--- src/rtl/adl_pkg.sv ---
// Package for the ADC block averager: widths, register indexes and the
// structs passed between the front, queue and back modules. No dependencies.
package adl_pkg;

  localparam int SAMPLE_W    = 8;
  localparam int LEVEL_W     = 8;
  localparam int SUM_W       = 16;
  localparam int CNT_W       = 8;
  localparam int MAX_SAMPLES = 255;

  // Configuration port
  localparam int CFG_DATA_W = 8;
  localparam int CFG_IDX_W  = 3;

  localparam logic [CFG_IDX_W-1:0] CFG_SAMPLE_COUNT = 3'd0;
  localparam logic [CFG_IDX_W-1:0] CFG_INVERT       = 3'd1;
  localparam logic [CFG_IDX_W-1:0] CFG_LOWER_BOUND  = 3'd2;
  localparam logic [CFG_IDX_W-1:0] CFG_UPPER_BOUND  = 3'd3;
  localparam logic [CFG_IDX_W-1:0] CFG_POT_ABSENT   = 3'd4;

  // Job queue between front and back
  localparam int Q_DEPTH = 2;
  localparam int Q_PTR_W = (Q_DEPTH > 1) ? $clog2(Q_DEPTH) : 1;
  localparam int Q_CNT_W = $clog2(Q_DEPTH + 1);

  localparam int DIV_STEPS  = SUM_W;
  localparam int DIV_STEP_W = $clog2(DIV_STEPS);

  // One completed run: rounded dividend and the number of samples in it.
  typedef struct packed {
    logic [SUM_W-1:0] dividend;
    logic [CNT_W-1:0] divisor;
  } adl_job_t;

  // Registers used by the back end.
  typedef struct packed {
    logic               invert_enable;
    logic [LEVEL_W-1:0] lower_bound;
    logic [LEVEL_W-1:0] upper_bound;
    logic               pot_absent;
  } adl_cfg_t;

  // Back end status toward the top level.
  typedef struct packed {
    logic busy;
    logic load;
  } adl_back_stat_t;

endpackage

--- src/rtl/adl_front.sv ---
// Front end of the ADC block averager: accumulates samples and, when a run
// completes, queues a divide job. Depends on adl_pkg.
module adl_front (
  input  logic                         clk,
  input  logic                         rst_n,
  input  logic                         push,
  output logic                         full,
  input  logic [adl_pkg::SAMPLE_W-1:0] in_sample,
  input  logic [adl_pkg::CNT_W-1:0]    sample_count,
  input  logic                         q_full,
  output logic                         q_push,
  output adl_pkg::adl_job_t            q_job
);
  import adl_pkg::*;

  logic [SUM_W-1:0] sum_acc_r, sum_acc_nxt;
  logic [CNT_W-1:0] taken_count_r, taken_count_nxt;
  logic [CNT_W-1:0] eff_count;
  logic [CNT_W:0]   taken;
  logic [SUM_W-1:0] sum;
  logic             accept;
  logic             run_done;

  always_comb begin
    eff_count = sample_count;
    if (eff_count == '0) begin
      eff_count = CNT_W'(1);
    end
    if (32'(eff_count) > MAX_SAMPLES) begin
      eff_count = CNT_W'(MAX_SAMPLES);
    end
  end

  assign full     = q_full;
  assign accept   = push && !q_full;
  assign taken    = {1'b0, taken_count_r} + (CNT_W+1)'(1);
  assign sum      = sum_acc_r + SUM_W'(in_sample);
  assign run_done = taken >= {1'b0, eff_count};

  // A run never holds more than MAX_SAMPLES samples, so the rounded sum
  // stays within SUM_W bits.
  assign q_push         = accept && run_done;
  assign q_job.dividend = sum + SUM_W'(taken[CNT_W:1]);
  assign q_job.divisor  = taken[CNT_W-1:0];

  always_comb begin
    sum_acc_nxt     = sum_acc_r;
    taken_count_nxt = taken_count_r;
    if (accept) begin
      if (run_done) begin
        sum_acc_nxt     = '0;
        taken_count_nxt = '0;
      end else begin
        sum_acc_nxt     = sum;
        taken_count_nxt = taken[CNT_W-1:0];
      end
    end
  end

  always_ff @(posedge clk) begin
    if (!rst_n) begin
      sum_acc_r     <= '0;
      taken_count_r <= '0;
    end else begin
      sum_acc_r     <= sum_acc_nxt;
      taken_count_r <= taken_count_nxt;
    end
  end

endmodule

--- src/rtl/adl_queue.sv ---
// Short job queue between the front and back of the ADC block averager.
// Depends on adl_pkg.
module adl_queue (
  input  logic              clk,
  input  logic              rst_n,
  input  logic              wr_en,
  input  adl_pkg::adl_job_t wr_job,
  output logic              q_full,
  input  logic              rd_en,
  output adl_pkg::adl_job_t rd_job,
  output logic              q_empty
);
  import adl_pkg::*;

  adl_job_t           mem_r [Q_DEPTH];
  logic [Q_PTR_W-1:0] wr_ptr_r, wr_ptr_nxt;
  logic [Q_PTR_W-1:0] rd_ptr_r, rd_ptr_nxt;
  logic [Q_CNT_W-1:0] cnt_r, cnt_nxt;

  function automatic logic [Q_PTR_W-1:0] ptr_inc(input logic [Q_PTR_W-1:0] p);
    if (p == Q_PTR_W'(Q_DEPTH - 1)) begin
      return '0;
    end
    return p + Q_PTR_W'(1);
  endfunction

  assign q_full  = cnt_r == Q_CNT_W'(Q_DEPTH);
  assign q_empty = cnt_r == '0;
  assign rd_job  = mem_r[rd_ptr_r];

  always_comb begin
    wr_ptr_nxt = wr_en ? ptr_inc(wr_ptr_r) : wr_ptr_r;
    rd_ptr_nxt = rd_en ? ptr_inc(rd_ptr_r) : rd_ptr_r;
    cnt_nxt    = cnt_r;
    if (wr_en && !rd_en) begin
      cnt_nxt = cnt_r + Q_CNT_W'(1);
    end else if (rd_en && !wr_en) begin
      cnt_nxt = cnt_r - Q_CNT_W'(1);
    end
  end

  always_ff @(posedge clk) begin
    if (wr_en) begin
      mem_r[wr_ptr_r] <= wr_job;
    end
  end

  always_ff @(posedge clk) begin
    if (!rst_n) begin
      wr_ptr_r <= '0;
      rd_ptr_r <= '0;
      cnt_r    <= '0;
    end else begin
      wr_ptr_r <= wr_ptr_nxt;
      rd_ptr_r <= rd_ptr_nxt;
      cnt_r    <= cnt_nxt;
    end
  end

endmodule

--- src/rtl/adl_back.sv ---
// Back end of the ADC block averager: serial restoring divide, inversion,
// bound clamping and the result register. Depends on adl_pkg.
module adl_back (
  input  logic                        clk,
  input  logic                        rst_n,
  input  logic                        q_empty,
  input  adl_pkg::adl_job_t           q_job,
  output logic                        q_pop,
  input  adl_pkg::adl_cfg_t           cfg,
  output logic                        empty,
  input  logic                        pop,
  output logic [adl_pkg::LEVEL_W-1:0] out_level,
  output adl_pkg::adl_back_stat_t     stat
);
  import adl_pkg::*;

  localparam logic [1:0] ST_IDLE = 2'd0;
  localparam logic [1:0] ST_DIV  = 2'd1;
  localparam logic [1:0] ST_DONE = 2'd2;

  logic [1:0]            state_r, state_nxt;
  logic [DIV_STEP_W-1:0] step_r, step_nxt;
  logic [SUM_W-1:0]      quo_r, quo_nxt;
  logic [CNT_W-1:0]      rem_r, rem_nxt;
  logic [CNT_W-1:0]      dvs_r, dvs_nxt;
  logic                  out_valid_r, out_valid_nxt;
  logic [LEVEL_W-1:0]    level_r, level_nxt;

  logic [CNT_W:0]        rem_sh;
  logic [CNT_W:0]        rem_diff;
  logic                  fits;
  logic                  load;
  logic [LEVEL_W-1:0]    avg;
  logic [LEVEL_W-1:0]    lvl;

  // One quotient bit per step; the remainder always stays below the divisor.
  assign rem_sh   = {rem_r, quo_r[SUM_W-1]};
  assign rem_diff = rem_sh - {1'b0, dvs_r};
  assign fits     = rem_sh >= {1'b0, dvs_r};

  always_comb begin
    avg = (|quo_r[SUM_W-1:LEVEL_W]) ? '1 : quo_r[LEVEL_W-1:0];
    lvl = cfg.invert_enable ? ~avg : avg;
    if (lvl <= cfg.lower_bound) begin
      lvl = '0;
    end else if (lvl >= cfg.upper_bound) begin
      lvl = '1;
    end
    if (cfg.pot_absent) begin
      lvl = '1;
    end
  end

  assign load = (state_r == ST_DONE) && (!out_valid_r || pop);

  always_comb begin
    state_nxt = state_r;
    step_nxt  = step_r;
    quo_nxt   = quo_r;
    rem_nxt   = rem_r;
    dvs_nxt   = dvs_r;
    q_pop     = 1'b0;
    unique case (state_r)
      ST_IDLE: begin
        if (!q_empty) begin
          q_pop     = 1'b1;
          quo_nxt   = q_job.dividend;
          dvs_nxt   = q_job.divisor;
          rem_nxt   = '0;
          step_nxt  = '0;
          state_nxt = ST_DIV;
        end
      end
      ST_DIV: begin
        quo_nxt  = {quo_r[SUM_W-2:0], fits};
        rem_nxt  = fits ? rem_diff[CNT_W-1:0] : rem_sh[CNT_W-1:0];
        step_nxt = step_r + DIV_STEP_W'(1);
        if (step_r == DIV_STEP_W'(DIV_STEPS - 1)) begin
          state_nxt = ST_DONE;
        end
      end
      ST_DONE: begin
        if (load) begin
          state_nxt = ST_IDLE;
        end
      end
      default: begin
        state_nxt = ST_IDLE;
      end
    endcase
  end

  always_comb begin
    level_nxt     = level_r;
    out_valid_nxt = out_valid_r;
    if (load) begin
      level_nxt     = lvl;
      out_valid_nxt = 1'b1;
    end else if (pop) begin
      out_valid_nxt = 1'b0;
    end
  end

  always_ff @(posedge clk) begin
    quo_r   <= quo_nxt;
    rem_r   <= rem_nxt;
    dvs_r   <= dvs_nxt;
    level_r <= level_nxt;
  end

  always_ff @(posedge clk) begin
    if (!rst_n) begin
      state_r     <= ST_IDLE;
      step_r      <= '0;
      out_valid_r <= 1'b0;
    end else begin
      state_r     <= state_nxt;
      step_r      <= step_nxt;
      out_valid_r <= out_valid_nxt;
    end
  end

  assign empty     = !out_valid_r;
  assign out_level = level_r;
  assign stat.busy = state_r != ST_IDLE;
  assign stat.load = load;

endmodule

--- src/rtl/adc_average_deadband_level.sv ---
// Top level of the ADC block averager with rounding and deadband clamp.
// Depends on adl_pkg, adl_front, adl_queue and adl_back.

// The block sums 8-bit converter samples and, after sample_count of them,
// emits one level: the run's sum divided by its sample count, rounded half
// up, then bit-inverted if invert_enable is set, forced to 0 at or below
// lower_bound and otherwise to 255 at or above upper_bound; pot_absent
// forces every emitted level to 255. A sample_count of 0 acts as 1. A
// sample transaction is taken at once whenever the job queue has room, so
// samples stream in at one per cycle until the queue fills. Each completed
// run is handed through a two-entry job queue to a serial restoring divider
// that yields one quotient bit per clock: the back end loads the job, runs
// 16 divide steps and then writes the level into the result register once
// that register is empty or being popped, and it takes no new job until
// that level is in. The accumulator and counter clear after each completed
// run; configuration writes leave them alone and must be made while no
// result is pending.
module adc_average_deadband_level (
  input  logic                           clk,
  input  logic                           rst_n,
  input  logic                           push,
  output logic                           full,
  input  logic [adl_pkg::SAMPLE_W-1:0]   in_sample,
  output logic                           empty,
  input  logic                           pop,
  output logic [adl_pkg::LEVEL_W-1:0]    out_level,
  input  logic                           cfg_we,
  input  logic [adl_pkg::CFG_IDX_W-1:0]  cfg_index,
  input  logic [adl_pkg::CFG_DATA_W-1:0] cfg_data
);
  import adl_pkg::*;

  // Configuration registers.
  logic [CNT_W-1:0]   sample_count_r, sample_count_nxt;
  logic               invert_enable_r, invert_enable_nxt;
  logic [LEVEL_W-1:0] lower_bound_r, lower_bound_nxt;
  logic [LEVEL_W-1:0] upper_bound_r, upper_bound_nxt;
  logic               pot_absent_r, pot_absent_nxt;

  adl_cfg_t       back_cfg;
  adl_back_stat_t back_stat;
  adl_job_t       front_job;
  adl_job_t       queue_job;
  logic           q_push;
  logic           q_pop;
  logic           q_full;
  logic           q_empty;

  // Register write decode. Writes to an unknown index are dropped.
  always_comb begin
    sample_count_nxt  = sample_count_r;
    invert_enable_nxt = invert_enable_r;
    lower_bound_nxt   = lower_bound_r;
    upper_bound_nxt   = upper_bound_r;
    pot_absent_nxt    = pot_absent_r;
    if (cfg_we) begin
      unique case (cfg_index)
        CFG_SAMPLE_COUNT: sample_count_nxt  = cfg_data[CNT_W-1:0];
        CFG_INVERT:       invert_enable_nxt = cfg_data[0];
        CFG_LOWER_BOUND:  lower_bound_nxt   = cfg_data[LEVEL_W-1:0];
        CFG_UPPER_BOUND:  upper_bound_nxt   = cfg_data[LEVEL_W-1:0];
        CFG_POT_ABSENT:   pot_absent_nxt    = cfg_data[0];
        default: begin
        end
      endcase
    end
  end

  always_ff @(posedge clk) begin
    if (!rst_n) begin
      sample_count_r  <= CNT_W'(1);
      invert_enable_r <= 1'b0;
      lower_bound_r   <= '0;
      upper_bound_r   <= '1;
      pot_absent_r    <= 1'b0;
    end else begin
      sample_count_r  <= sample_count_nxt;
      invert_enable_r <= invert_enable_nxt;
      lower_bound_r   <= lower_bound_nxt;
      upper_bound_r   <= upper_bound_nxt;
      pot_absent_r    <= pot_absent_nxt;
    end
  end

  assign back_cfg.invert_enable = invert_enable_r;
  assign back_cfg.lower_bound   = lower_bound_r;
  assign back_cfg.upper_bound   = upper_bound_r;
  assign back_cfg.pot_absent    = pot_absent_r;

  // The front end accumulates and detects the end of a run.
  adl_front u_front (
    .clk          (clk),
    .rst_n        (rst_n),
    .push         (push),
    .full         (full),
    .in_sample    (in_sample),
    .sample_count (sample_count_r),
    .q_full       (q_full),
    .q_push       (q_push),
    .q_job        (front_job)
  );

  // Completed runs wait here while the divider is busy.
  adl_queue u_queue (
    .clk     (clk),
    .rst_n   (rst_n),
    .wr_en   (q_push),
    .wr_job  (front_job),
    .q_full  (q_full),
    .rd_en   (q_pop),
    .rd_job  (queue_job),
    .q_empty (q_empty)
  );

  // The back end divides, post-processes and holds the result transaction.
  adl_back u_back (
    .clk       (clk),
    .rst_n     (rst_n),
    .q_empty   (q_empty),
    .q_job     (queue_job),
    .q_pop     (q_pop),
    .cfg       (back_cfg),
    .empty     (empty),
    .pop       (pop),
    .out_level (out_level),
    .stat      (back_stat)
  );

  // A completed run is never pushed into a full job queue.
  a_no_queue_overflow: assert property (@(posedge clk) disable iff (!rst_n)
    q_push |-> !q_full)
    else $error("job pushed into full queue");

  // The back end only takes a job when it is idle and one is waiting.
  a_pop_when_ready: assert property (@(posedge clk) disable iff (!rst_n)
    q_pop |-> (!q_empty && !back_stat.busy))
    else $error("job taken from empty queue or while busy");

  // With no input fitted, every loaded result reads full scale.
  a_pot_absent_full_scale: assert property (@(posedge clk) disable iff (!rst_n)
    (back_stat.load && pot_absent_r) |=> (out_level == '1))
    else $error("level not full scale with input absent");

endmodule
--- config.mk ---
export PLATFORM = sky130hd
export DESIGN_NAME = adc_average_deadband_level
export DESIGN_NICKNAME = d
export VERILOG_FILES = /design/src/rtl/adl_pkg.sv /design/src/rtl/adl_front.sv /design/src/rtl/adl_queue.sv /design/src/rtl/adl_back.sv /design/src/rtl/adc_average_deadband_level.sv
export SDC_FILE = /design/constraint.sdc
export NUM_CORES = 1
export LEC_CHECK = 0
export ABC_AREA = 1
export BUFFER_PORTS_ARGS = -buffer_cell sky130_fd_sc_hd__buf_4
export CORE_MARGIN = 8
export CORE_UTILIZATION = 30
export DETAILED_ROUTE_END_ITERATION = 8
export HOLD_SLACK_MARGIN = 0.03
export SYNTH_ARGS = -nofsm -noshare
export SYNTH_HDL_FRONTEND = slang
export SYNTH_SLANG_ARGS = --single-unit
--- constraint.sdc ---
create_clock -name clk -period 3 [get_ports clk]
set_input_delay 0.3 -clock clk [delete_from_list [all_inputs] [get_ports clk]]
set_output_delay 0.3 -clock clk [all_outputs]
set_load 0.01 [all_outputs]
### Word-level counts from Yosys, hierarchy flattened

Memory sizes are Yosys's and may differ from the RTL's. A register that Yosys moved wholly into a read port is not among the register bits.
Index checks and enable logic that the tools add are counted.

| word-level totals | value |
|---|---|
| bits in registers | 101 |
| bits in writable memories | 48 |
| output and inout port bits | 10 |
| logic and storage cells | 104 |
| memories kept | 1 |

Memory list:

| name | words | bits a word | read ports | clocked after Yosys merged registers in | wr ports | RTL line | RTL |
|---|---|---|---|---|---|---|---|
| u_queue.mem_r | 2 | 24 | 1 | 1 | 1 | adl_queue.sv:15 | `adl_job_t mem_r [Q_DEPTH];` |

| cells by class | value |
|---|---|
| add/subtract/negate cells | 9 |
| magnitude comparators | 4 |
| equality and inequality tests | 11 |
| multiplexer cells | 34 |
| bitwise logic cells | 2 |
| reduce and logical (&&, ||, !) cells | 26 |

Operators with widths:

| cell | count |
|---|---|
| $mux 8 | 8 |
| $add 16x8->16 | 2 |
| $mux 16 | 2 |
| $pmux 16 s2 | 1 |
| $ge 9x8->1 | 2 |
| $pmux 8 s2 | 1 |
| $mux 1 | 14 |
| $reduce_and 2->1 | 7 |
| $mux 2 | 5 |
| $add 8x1->9 const B | 1 |
| $ge 8x8->1 | 1 |
| $le 8x8->1 | 1 |
| $logic_not 8->1 | 1 |
| $not 8->8 | 1 |
| $pmux 4 s2 | 1 |
| $reduce_or 8->1 | 1 |
| $sub 8x8->8 | 1 |
| $eq 3x2->1 const B | 2 |
| $pmux 2 s3 | 1 |
| $reduce_bool 2->1 | 3 |
| $logic_and 1x1->1 | 5 |
| $add 4x1->4 const B | 1 |
| $eq 2x2->1 const B | 2 |
| $eq 4x4->1 const B | 1 |
| other kinds (15) | 21 |

### Depth between registers and ports, before layout

Gate-level depths: netlist of run 1.

| depth | value |
|---|---|
| depth after elaboration | 8 |
| gate-level depth with buffers | 20 |
| depth with buffers taken out | 20 |

### Cells and area by module

From an unflattened synthesis of run 1, not the netlist that was laid out.

| second synthesis, totals | value |
|---|---|
| cells, all modules | 1073 |
| area, all modules | 8782.2 µm² |

Modules (own cells, without submodules):

| module | times used | cells an instance | area each (µm²) |
|---|---|---|---|
| adl_back | 1 | 404 | 3121.7 |
| adl_front | 1 | 407 | 2514.9 |
| adl_queue | 1 | 110 | 2065.7 |
| adc_average_deadband_level | 1 | 152 | 1079.8 |

### Worst setup path after synthesis of run 1

Ideal clock, no wire load.

| path | value |
|---|---|
| path type | reg-to-reg |
| from | reg u_front.taken_count_r[0] |
| to | mem u_queue.mem_r[1][0] (netlist bit) (enable) |
| setup time | 405 ps |
| data arrival time | 2745 ps |
| slack | -149 ps |
| stages on the path, launching flop included | 14 |
| path buffers | 0 |
| period minus slack after synthesis | 3149 ps |
| cells stage by stage | dfxtp_1 ha_1 nand3_1 nor2_1 nand2_1 xnor2_1 ha_1 o211a_1 nand2_1 nand2_1 nand2_1 nand2_1 nand2_1 nor2_1 |

RTL lines:

| element | RTL line | RTL |
|---|---|---|
| start: declaration | adl_front.sv:17 | `logic [CNT_W-1:0] taken_count_r, taken_count_nxt;` |
| start signal: assignment | adl_front.sv:66 | `taken_count_r <= taken_count_nxt;` |
| end: declaration | adl_queue.sv:15 |  |

==> run summary, run 1 <==
In this run, placement finished with an instance count of 1326. Fill cells in the final layout number 2701. The number of global-route vias before repair was 5962. For this run, the post-layout net count is 1085. The power density normalized to cell area is 801 nW/um^2, and the share of the clock period used by the worst path after layout is 94.0%. Of the total power, the share spent switching nets is 33.5%.

In the global route stage, overall resource usage came out at 11.4%. Summing all flip-flop and latch instances after layout gives 3890 um^2. Routed via count: 6298. The run gives 946 as the cell count after synthesis.

The synthesized-area fraction occupied by adder cells was 8.62%; the static leakage power was 0.00407 uW. Along the worst hold path, the cell count comes to 3. Yosys mapped a number of flops with a built-in enable equal to 88.

Synthesis produced a netlist with a net count of 1024. Entering global routing, the biggest net connects 40 pins. The worst setup path is of the reg2reg kind.

The tools report the filler-free cell count of the finished design as 1361. For this design the top-level I/O count stands at 34. On the final layout, the worst clock skew is 11.0 ps. Timing would allow up to 355 MHz. The die width is 180 um. Of all cell types, the one taking the most synthesized area is edfxtp_1.

After detailed routing, the average wire length per cell comes to 13.5 um. Die outline height: 180 um. Buffers inserted during clock tree synthesis total 17. The HPWL reported at the end of detailed placement was 13500 um; the internal power consumption was 5170 uW. By area the synthesized netlist is led by edfxtp_1, dfxtp_1, nand2_1. Of the cells placed in the final design, the portion with a size suffix greater than 1 is 14.1%. After detailed placement, the total cell area comes to 8940 um^2. The initial antenna violation count was 0; the required time at the worst-slack endpoint was 3170 ps. The worst-case IR drop observed on VDD is 0.414 mV.

The startpoint identified for the worst register-to-register timing path is u_front.sum_acc_r[0]$_SDFFE_PN0P_. For the clock latency of the later-clocked register in the worst-skew pair, the log shows 430 ps. The final design area excluding fillers was 9710 um^2. In this run the clock root is driven by a clkbuf_16.

The most numerous cell type found on the critical path is nand2_1. The area added between synthesis and finish came out at 19.9%. The number of inserted diodes was 0; the post-synthesis xor/xnor area fraction was 3.68%.

On the final layout, the worst hold slack is 129 ps. The effective utilization at floorplan was 30.3%. In this run the remaining antenna-violating nets after routing total 0. The number of cells on the worst reg-to-reg path is 16. The average size of a mapped cell is 8.56 um^2.

The mux cell area share after synthesis works out to 1.24%. The die covers 32500 um^2. The flow ran to the end, and the final reports show no timing, DRC or antenna violations. The min-delay analysis places its worst path in the category in2reg.

For this run, the share of the core covered by cells in the final layout is 36.3%. Leading register cell type out of synthesis: edfxtp_1. Summing the areas of all compound-gate instances in the mapped netlist gives 12.4% of the synthesized area. Summed instance area of the synthesized netlist: 8100 um^2.

The critical path goes through ha_4 > inv_1 > fa_2 > xnor2_1 > ha_1 > nand3_1 > nand3_1 > inv_1 > o21ai_2 > nand2_1 > nand2_1 > nand2_2 > nor2_4 > nand2_1 > nand2_1 > nand2_1. The logs give 0 for the final count of pins violating max slew and 30.4% for the clock network power share. The routed design has 18300 um of wire.

The time the final worst path needs with I/O delays and setup was 2820 ps; the combinational group share of total power was 31.4%. Sequential cells account for 38.1% of the total power. Of all flip-flops after synthesis, the portion carrying an async set or reset was 0%.

The congestion estimate from routability-driven global placement came to 0.829. The clock net in this run drives a total of 150 sinks. The critical path data arrival time came out at 2990 ps. The number of design-rule violations left by the first detailed-router iteration was 454; the clock slew at the register clock pins of the worst setup and hold paths was 60 ps. The number of buffers inserted by port buffering was 33. Headroom to the max-slew limit came out at 34.1%. Share of the yosys chip area belonging to registers: 48.0%.

For flop-to-flop paths, the worst setup slack is 180 ps. The multi-input combinational cells in the finished layout cover a total of 3640 um^2. Setup repair after global routing left no endpoint under its margin. Along the worst path, the maximum fanout reaches 5. The tools report the critical path capture point type as a register. For the pin with the worst max-slew slack, the measured transition is 988 ps.

The hold path startpoint was cfg_data[7]. The initialized floorplan defines 60 standard-cell rows. Synthesis inferred 150 register bits. Among all stages on the critical path, the largest delay is contributed by fa_2. For this run, the detailed router's first-pass iteration total came to 4. The netlist uses 46 different library cells.

The run gives 0 as the final routed DRC violation total. The mean number of vias per cell is 4.63. By area, the combinational part of the netlist is dominated by simple AND/OR/NAND/NOR gates. The startpoint type of the worst setup path was a register. The final count of negative-setup-slack endpoints was 0.

The logs give 0 for the number of warnings reported in the yosys synthesis log and 0 for the residual overflow from global routing. TritonCTS built the clock tree. The worst register-to-register path ends at u_queue.mem_r[0][21]$_DFFE_PP_. The core region area came out at 26700 um^2. The first global-routing pass estimated 30100 um of wire. In this run the biggest area consumer among cell types represents 32.6% of the synthesized area. For hold timing, the worst endpoint is upper_bound_r[7]$_SDFFE_PN1P_. The maximum cell stage delay along the critical path was 380 ps; the count of max-cap constraint violations was 0. Deepest clock path buffer count: 2. Summed over all nets, the switching power comes to 2610 uW. The run gives 0 as the number of hold-slack violations in the final timing report.

In this run the number of H-tree levels came out at 4. After Yosys synthesis, and, or, nand and nor cells account for 17.8% of the synthesized area.
[repair_timing]
action | 4_1_cts | 5_1_grt
buffers inserted | 2 | 1
hold buffers | 0 | 0
pin swaps | 2 | 6
gates resized for setup | 2 | 18
endpoints found under the setup margin | 6 | 29
[cells in the mapped netlist (all sizes together) (7+ instances only)]
cell and instances:
ha 51, nand3 42, clkbuf 18, xor2 24, edfxtp 88, a21oi 82
nand4 14, o211ai 16, inv 149, nor2 52, o21ai 73, nand2 220
dfxtp 62, buf 7, mux2 8, xnor2 10
[worst max-delay path, delay by kind of cell, from the launching register on]
kind                       cells  cell delay, ps
adders and majority gates      3             790
and+or+nand+nor                9             790
xor gates and xnor gates       1             360
DFF                            1             350
AOI/OAI and AO/OA              1             150
buffers and inverters          2             120
[logic make-up (layout without fill, tap and decap cells)]
kind of cell,after synthesis,count (layout)
AND/OR/NAND/NOR,341,341
AO/OA/AOI/OAI,183,183
buffers and inverters,175,249
flip-flops,150,150
adder cells (fa/ha/maj),54,54
XOR/XNOR,34,34
multiplexers,9,9
[state kept, by name (all words and copies together), names as in the netlist, 2 cells and up, named ones only]
name                   flops
u_queue.mem_r             48
sample_count_r             8
u_back.out_level           8
u_queue.cnt_r              2
upper_bound_r              8
u_back.dvs_r               8
u_back.state_r             2
u_back.rem_r               8
u_front.sum_acc_r         16
lower_bound_r              8
u_back.quo_r              16
u_back.step_r              4
u_front.taken_count_r      8
[cell usage in the layout, fill, tap and decap left out, drive strengths merged, types with 3 or more instances in the layout]
| master | Yosys | layout |
|---|---|---|
| clkinv | 1 | 7 |
| nor3 | 5 | 5 |
| o211ai | 16 | 16 |
| o21ai | 73 | 73 |
| xor2 | 24 | 24 |
| nand3 | 42 | 42 |
| nand2 | 220 | 220 |
| bufinv | 0 | 5 |
| fa | 3 | 3 |
| buf | 7 | 67 |
| a21oi | 82 | 82 |
| nor2 | 52 | 52 |
| or2 | 4 | 4 |
| edfxtp | 88 | 88 |
| clkbuf | 18 | 17 |
| nand4 | 14 | 14 |
| xnor2 | 10 | 10 |
| dfxtp | 62 | 62 |
| inv | 149 | 152 |
| ha | 51 | 51 |
| mux2 | 8 | 8 |
[layer usage]
layer  share of wire (%)  vias up  GRT usage (%)
li1                    -     3260              -
met1                  48     2866           14.8
met2                  46      135           18.4
met3                 4.0       37           2.56
met4                 2.1        0           3.77
met5                   0        -              0
[per-stage QoR]
step	setup slack [ps]	TNS [ps]	power (uW)
after floorplan	-149	-7170	4680
after global placement	-19.4	-79.6	5360
after detailed placement	-60.7	-301	5400
after CTS	17.4	0	7800
after global routing	3.98	0	8290
final	180	0	7780
[how the worst max path moves through the flow]
| stage | from | endpoint |
|---|---|---|
| 2_1_floorplan | u_front.taken_count_r[0]$_SDFFE_PN0P_ | u_queue.mem_r[1][0]$_DFFE_PP_ |
| 3_3_place_gp | in_sample[0] | u_queue.mem_r[0][23]$_DFFE_PP_ |
| 3_5_place_dp | in_sample[0] | u_queue.mem_r[1][21]$_DFFE_PP_ |
| 4_1_cts | u_front.sum_acc_r[0]$_SDFFE_PN0P_ | u_queue.mem_r[0][21]$_DFFE_PP_ |
| 5_1_grt | u_front.sum_acc_r[4]$_SDFFE_PN0P_ | u_queue.mem_r[1][21]$_DFFE_PP_ |
| 6_report | u_front.sum_acc_r[0]$_SDFFE_PN0P_ | u_queue.mem_r[0][21]$_DFFE_PP_ |
[area by class of cell]
cell class | count | share of cell area (%)
Sequential cell | 150 | 40.0
Multi-Input combinational cell | 621 | 37.5
Inverter | 150 | 5.80
Timing Repair Buffer | 67 | 5.57
Tap cell | 341 | 4.39
Clock buffer | 17 | 4.38
Clock inverter | 15 | 2.32
[power by group through the flow]
| stage | Clock (uW) | Combinational [uW] | Sequential, uW |
|---|---|---|---|
| final | 2370 | 2450 | 2970 |
| after global routing | 2510 | 2780 | 3010 |
| after CTS | 2420 | 2420 | 2970 |
| after detailed placement | 0 | 2390 | 3010 |
| after global placement | 0 | 2360 | 3000 |
| after floorplan | 0 | 1710 | 2970 |
Note: power is estimated with default switching activity, not from simulation.
==> run 2: changes to the inputs <==
REMOVE_ABC_BUFFERS = 1   (was unset)
SYNTH_HIERARCHICAL = 1   (was unset)
==> run 2 against run 1 <==
  * Worst setup slack improved by 20 ps
  * Synthesized cell count rose by 13%
  * Maximum frequency rose by 0.70%
  * Sequential power barely moved
  * Count of clock-buffer cells in the layout rose by 2
  * Clock power fell by 9.7%
  * Largest power group unchanged
==> run summary, run 2 <==
Slew at the pin with the worst max-slew slack: 972 ps (was 988 ps). The sequential cell fraction of total power is 37.3% (was 38.1%), and the reg2reg setup slack is 200 ps (was 180 ps). The required time at the worst-slack endpoint came out at 3170 ps (about the same). The effective utilization at floorplan was 30.5% (was 30.3%). The tools report the combinational group share of total power as 35.6% (was 31.4%).

The family of cells with the greatest summed delay on the critical path was simple AND/OR/NAND/NOR gates (was adder cells). The number of fill cells in the layout was 2964 (was 2701); the die outline height was 187 um (was 180 um). The highest net fanout along the worst path was 5 (unchanged); the top achievable clock speed was 357 MHz (was 355 MHz). Highest-count cells in the layout ignoring fill and taps: nand2_1, inv_1, nand3_1, nor2_1, edfxtp_1 (was nand2_1, inv_1, edfxtp_1, a21oi_1, o21ai_0). The average size of a mapped cell came out at 8.19 um^2 (was 8.56 um^2). The largest net degree at the start of global routing was 37 (was 40). The area added between synthesis and finish is 16.3% (was 19.9%). The routed via count was 6855 (was 6298). Maximum cell stage delay along the critical path: 410 ps (was 380 ps). Largest registers in the final layout: u_queue/mem_r x48, u_back/quo_r x16, u_front/sum_acc_r x16 (was u_queue.mem_r x48, u_back.quo_r x16, u_front.sum_acc_r x16).

The fraction of power spent switching nets came out at 34.9% (was 33.5%). The top register by number of flip-flops was u_queue/mem_r (was u_queue.mem_r). The worst clock skew is 8.88 ps (was 11.0 ps), and the total number of H-tree levels is 4 (unchanged).

The power density normalized to cell area was 774 nW/um^2 (was 801 nW/um^2); the static leakage power was 0.00451 uW (was 0.00407 uW). The worst hold-check path type is in2reg (unchanged). Total length of routed wires: 18700 um (was 18300 um). The logs give 6 (was 0) for the number of warnings reported in the yosys synthesis log and 4220 um^2 (was 3640 um^2) for the footprint of the multi-input gates. The final RePlAce weighted congestion was 0.864 (was 0.829); the total global routing track utilization was 10.8% (was 11.4%). The pre-CTS setup slack came out at -59.6 ps (was -60.7 ps).

The number of cell rows came out at 62 (was 60). The count of buffers added by post-CTS timing repair for setup was 0 (was 2); the share of final-layout standard cells stronger than drive strength 1 was 14.8% (was 14.1%). Setup repair after global routing left no endpoint under its margin. The number of buffers inserted by port buffering is 33 (unchanged), and the critical path data arrival time is 2970 ps (was 2990 ps). The tools report the critical path capture point type as a register (unchanged). Worst path cell trace: ha_2 > fa_2 > nand2_2 > nand2_2 > nand3_2 > nand2_1 > xor2_2 > ha_4 > nand2_2 > o21ai_1 > a21oi_2 > nor2_2 > nand2_2 > nor2_4 > nand2_1 > nand2_1 > nand2_1 (was ha_4 > inv_1 > fa_2 > xnor2_1 > ha_1 > nand3_1 > nand3_1 > inv_1 > o21ai_2 > nand2_1 > nand2_1 > nand2_2 > nor2_4 > nand2_1 > nand2_1 > nand2_1). For the number of global-route vias before repair, the log shows 6578 (was 5962).

The most common library cell in the layout ignoring fill and taps is nand2_1 (unchanged). The summed instance area of the synthesized netlist was 8770 um^2 (was 8100 um^2). The deepest clock path buffer count is 2 (unchanged).

The run finished with clean final reports. The worst-path cell with the longest stage delay is fa_2 (unchanged). Die width: 187 um (was 180 um). The number of hold-repair buffers added at the cts stage was 0 (unchanged); the number of inserted diodes was 0 (unchanged). The clock slew at the register clock pins of the worst setup and hold paths was 60 ps (about the same). For the number of buffers added by the clock tree synthesis step, the log shows 17 (unchanged). The worst voltage drop across the vdd grid is 0.473 mV (was 0.414 mV), and the power spent charging and discharging nets is 2760 uW (was 2610 uW).

The startpoint type of the worst setup path was a register (unchanged). The routed length per instance came out at 12.3 um (was 13.5 um). The combined buffer and inverter count along the critical path was 0 (was 2).

The logs give 0 (unchanged) for the residual overflow from global routing and 0 (unchanged) for the initial antenna violation count. The run gives 0 (unchanged) as the count of max-cap constraint violations. TritonCTS built the clock tree. The number of placed I/O pins is 34 (unchanged), and the mean number of vias per cell is 4.51 (was 4.63). The final setup slack of the worst path is 199 ps (was 180 ps), and the number of clock sinks seen by CTS is 150 (unchanged). The logs give 393 (was 454) for the number of design-rule violations left by the first detailed-router iteration and 8 (was 4) for the number of optimization iterations in the first detailed-route pass. Time the final worst path needs with I/O delays and setup: 2800 ps (was 2820 ps). The tools report the clock tree root driver cell as clkbuf_16 (unchanged). The final routed DRC violation total is 0 (unchanged), and the share of the clock period used by the worst path after layout is 93.4% (was 94.0%).

Critical setup path kind: reg2reg (unchanged). The net total in the final layout was 1200 (was 1085). The number of flip-flops under the largest register name works out to 48 (unchanged). The total area of sequential cells is 3880 um^2 (was 3890 um^2). The tools report the final count of pins violating max slew as 0 (unchanged).

The full die area was 35000 um^2 (was 32500 um^2). The clock network power share was 27.1% (was 30.4%); the worst slew margin relative to its limit was 34.7% (was 34.1%). The number of hold-slack violations in the final timing report is 0 (unchanged), and the clock latency of the later-clocked register in the worst-skew pair is 420 ps (was 430 ps). Post-layout utilization of the core: 35.5% (was 36.3%). The cell count after synthesis was 1072 (was 946); the number of nets still failing antenna checks after routing was 0 (unchanged). The logs give 28800 um^2 (was 26700 um^2) for the core region area and 31600 um (was 30100 um) for the wire length of the first global-routing pass.

Internal power consumption: 5140 uW (was 5170 uW). The final count of negative-setup-slack endpoints was 0 (unchanged); the HPWL reported at the end of detailed placement was 14000 um (was 13500 um).
[run 2: metal layers]
metal  vias up  part of all wire [%]  GRT usage [%]
li1       3556                     -              -
met1      3183                    48           13.6
met2        89                    47           18.2
met3        27                   2.7           1.99
met4         0                   1.8           4.22
met5         -                     0              0
[run 2: path summary, 6_finish.rpt]
check,start,endpoint,cells past startpoint
setup / recovery,u_front/sum_acc_r[0]$_SDFFE_PN0P_,u_queue/mem_r[0][22]$_DFFE_PP_,17
hold / removal,cfg_data[5],upper_bound_r[5]$_SDFFE_PN1P_,3
setup reg to reg,u_front/sum_acc_r[0]$_SDFFE_PN0P_,u_queue/mem_r[0][22]$_DFFE_PP_,17
hold reg to reg,upper_bound_r[4]$_SDFFE_PN1P_,upper_bound_r[4]$_SDFFE_PN1P_,2
[run 2: area by class of cell]
type	count	area share, %
Tap cell	384	4.71
Timing Repair Buffer	54	4.22
Multi-Input combinational cell	740	41.4
Clock buffer	19	4.24
Clock inverter	13	1.54
Sequential cell	150	38.1
Inverter	159	5.85
[run 2: worst register-to-register path, cell delays in order, from the launching register on]
cell     delay, ps
dfxtp_1        310
ha_2           190
fa_2           410
nand2_2         90
nand2_2         70
nand3_2         60
nand2_1         90
xor2_2         190
ha_4           310
nand2_2         50
o21ai_1        160
a21oi_2         70
nor2_2         140
nand2_2         80
nor2_4         150
nand2_1         70
nand2_1         50
nand2_1         60
[run 2: per-stage QoR]
step / std cells / hold WS, ps / total power (uW) / TNS, ps / area, um^2
floorplan: 1049 / 385 / 5050 / -16140 / 8620
global placement: 1487 / 443 / 5760 / -78.1 / 9530
detailed placement: 1487 / 445 / 5810 / -270 / 9530
CTS: 1519 / 83.6 / 7970 / 0 / 10100
global route: 1519 / 116 / 8460 / 0 / 10200
finish: 1519 / 106 / 7900 / 0 / 10200
[run 2: timing repair]
action / 4_1_cts / 5_1_grt
gates resized for setup: 0 / 22
endpoints found under the setup margin: 0 / 64
endpoints found under the hold margin: 0 / 0
[run 2: power by group through the flow]
| stage | registers (uW) | clock network (uW) | logic (uW) |
|---|---|---|---|
| finish | 2950 | 2140 | 2810 |
| floorplan | 3010 | 0 | 2040 |
| CTS | 2950 | 2190 | 2830 |
| global route | 3000 | 2260 | 3200 |
| global placement | 2980 | 0 | 2780 |
| detailed placement | 2990 | 0 | 2810 |
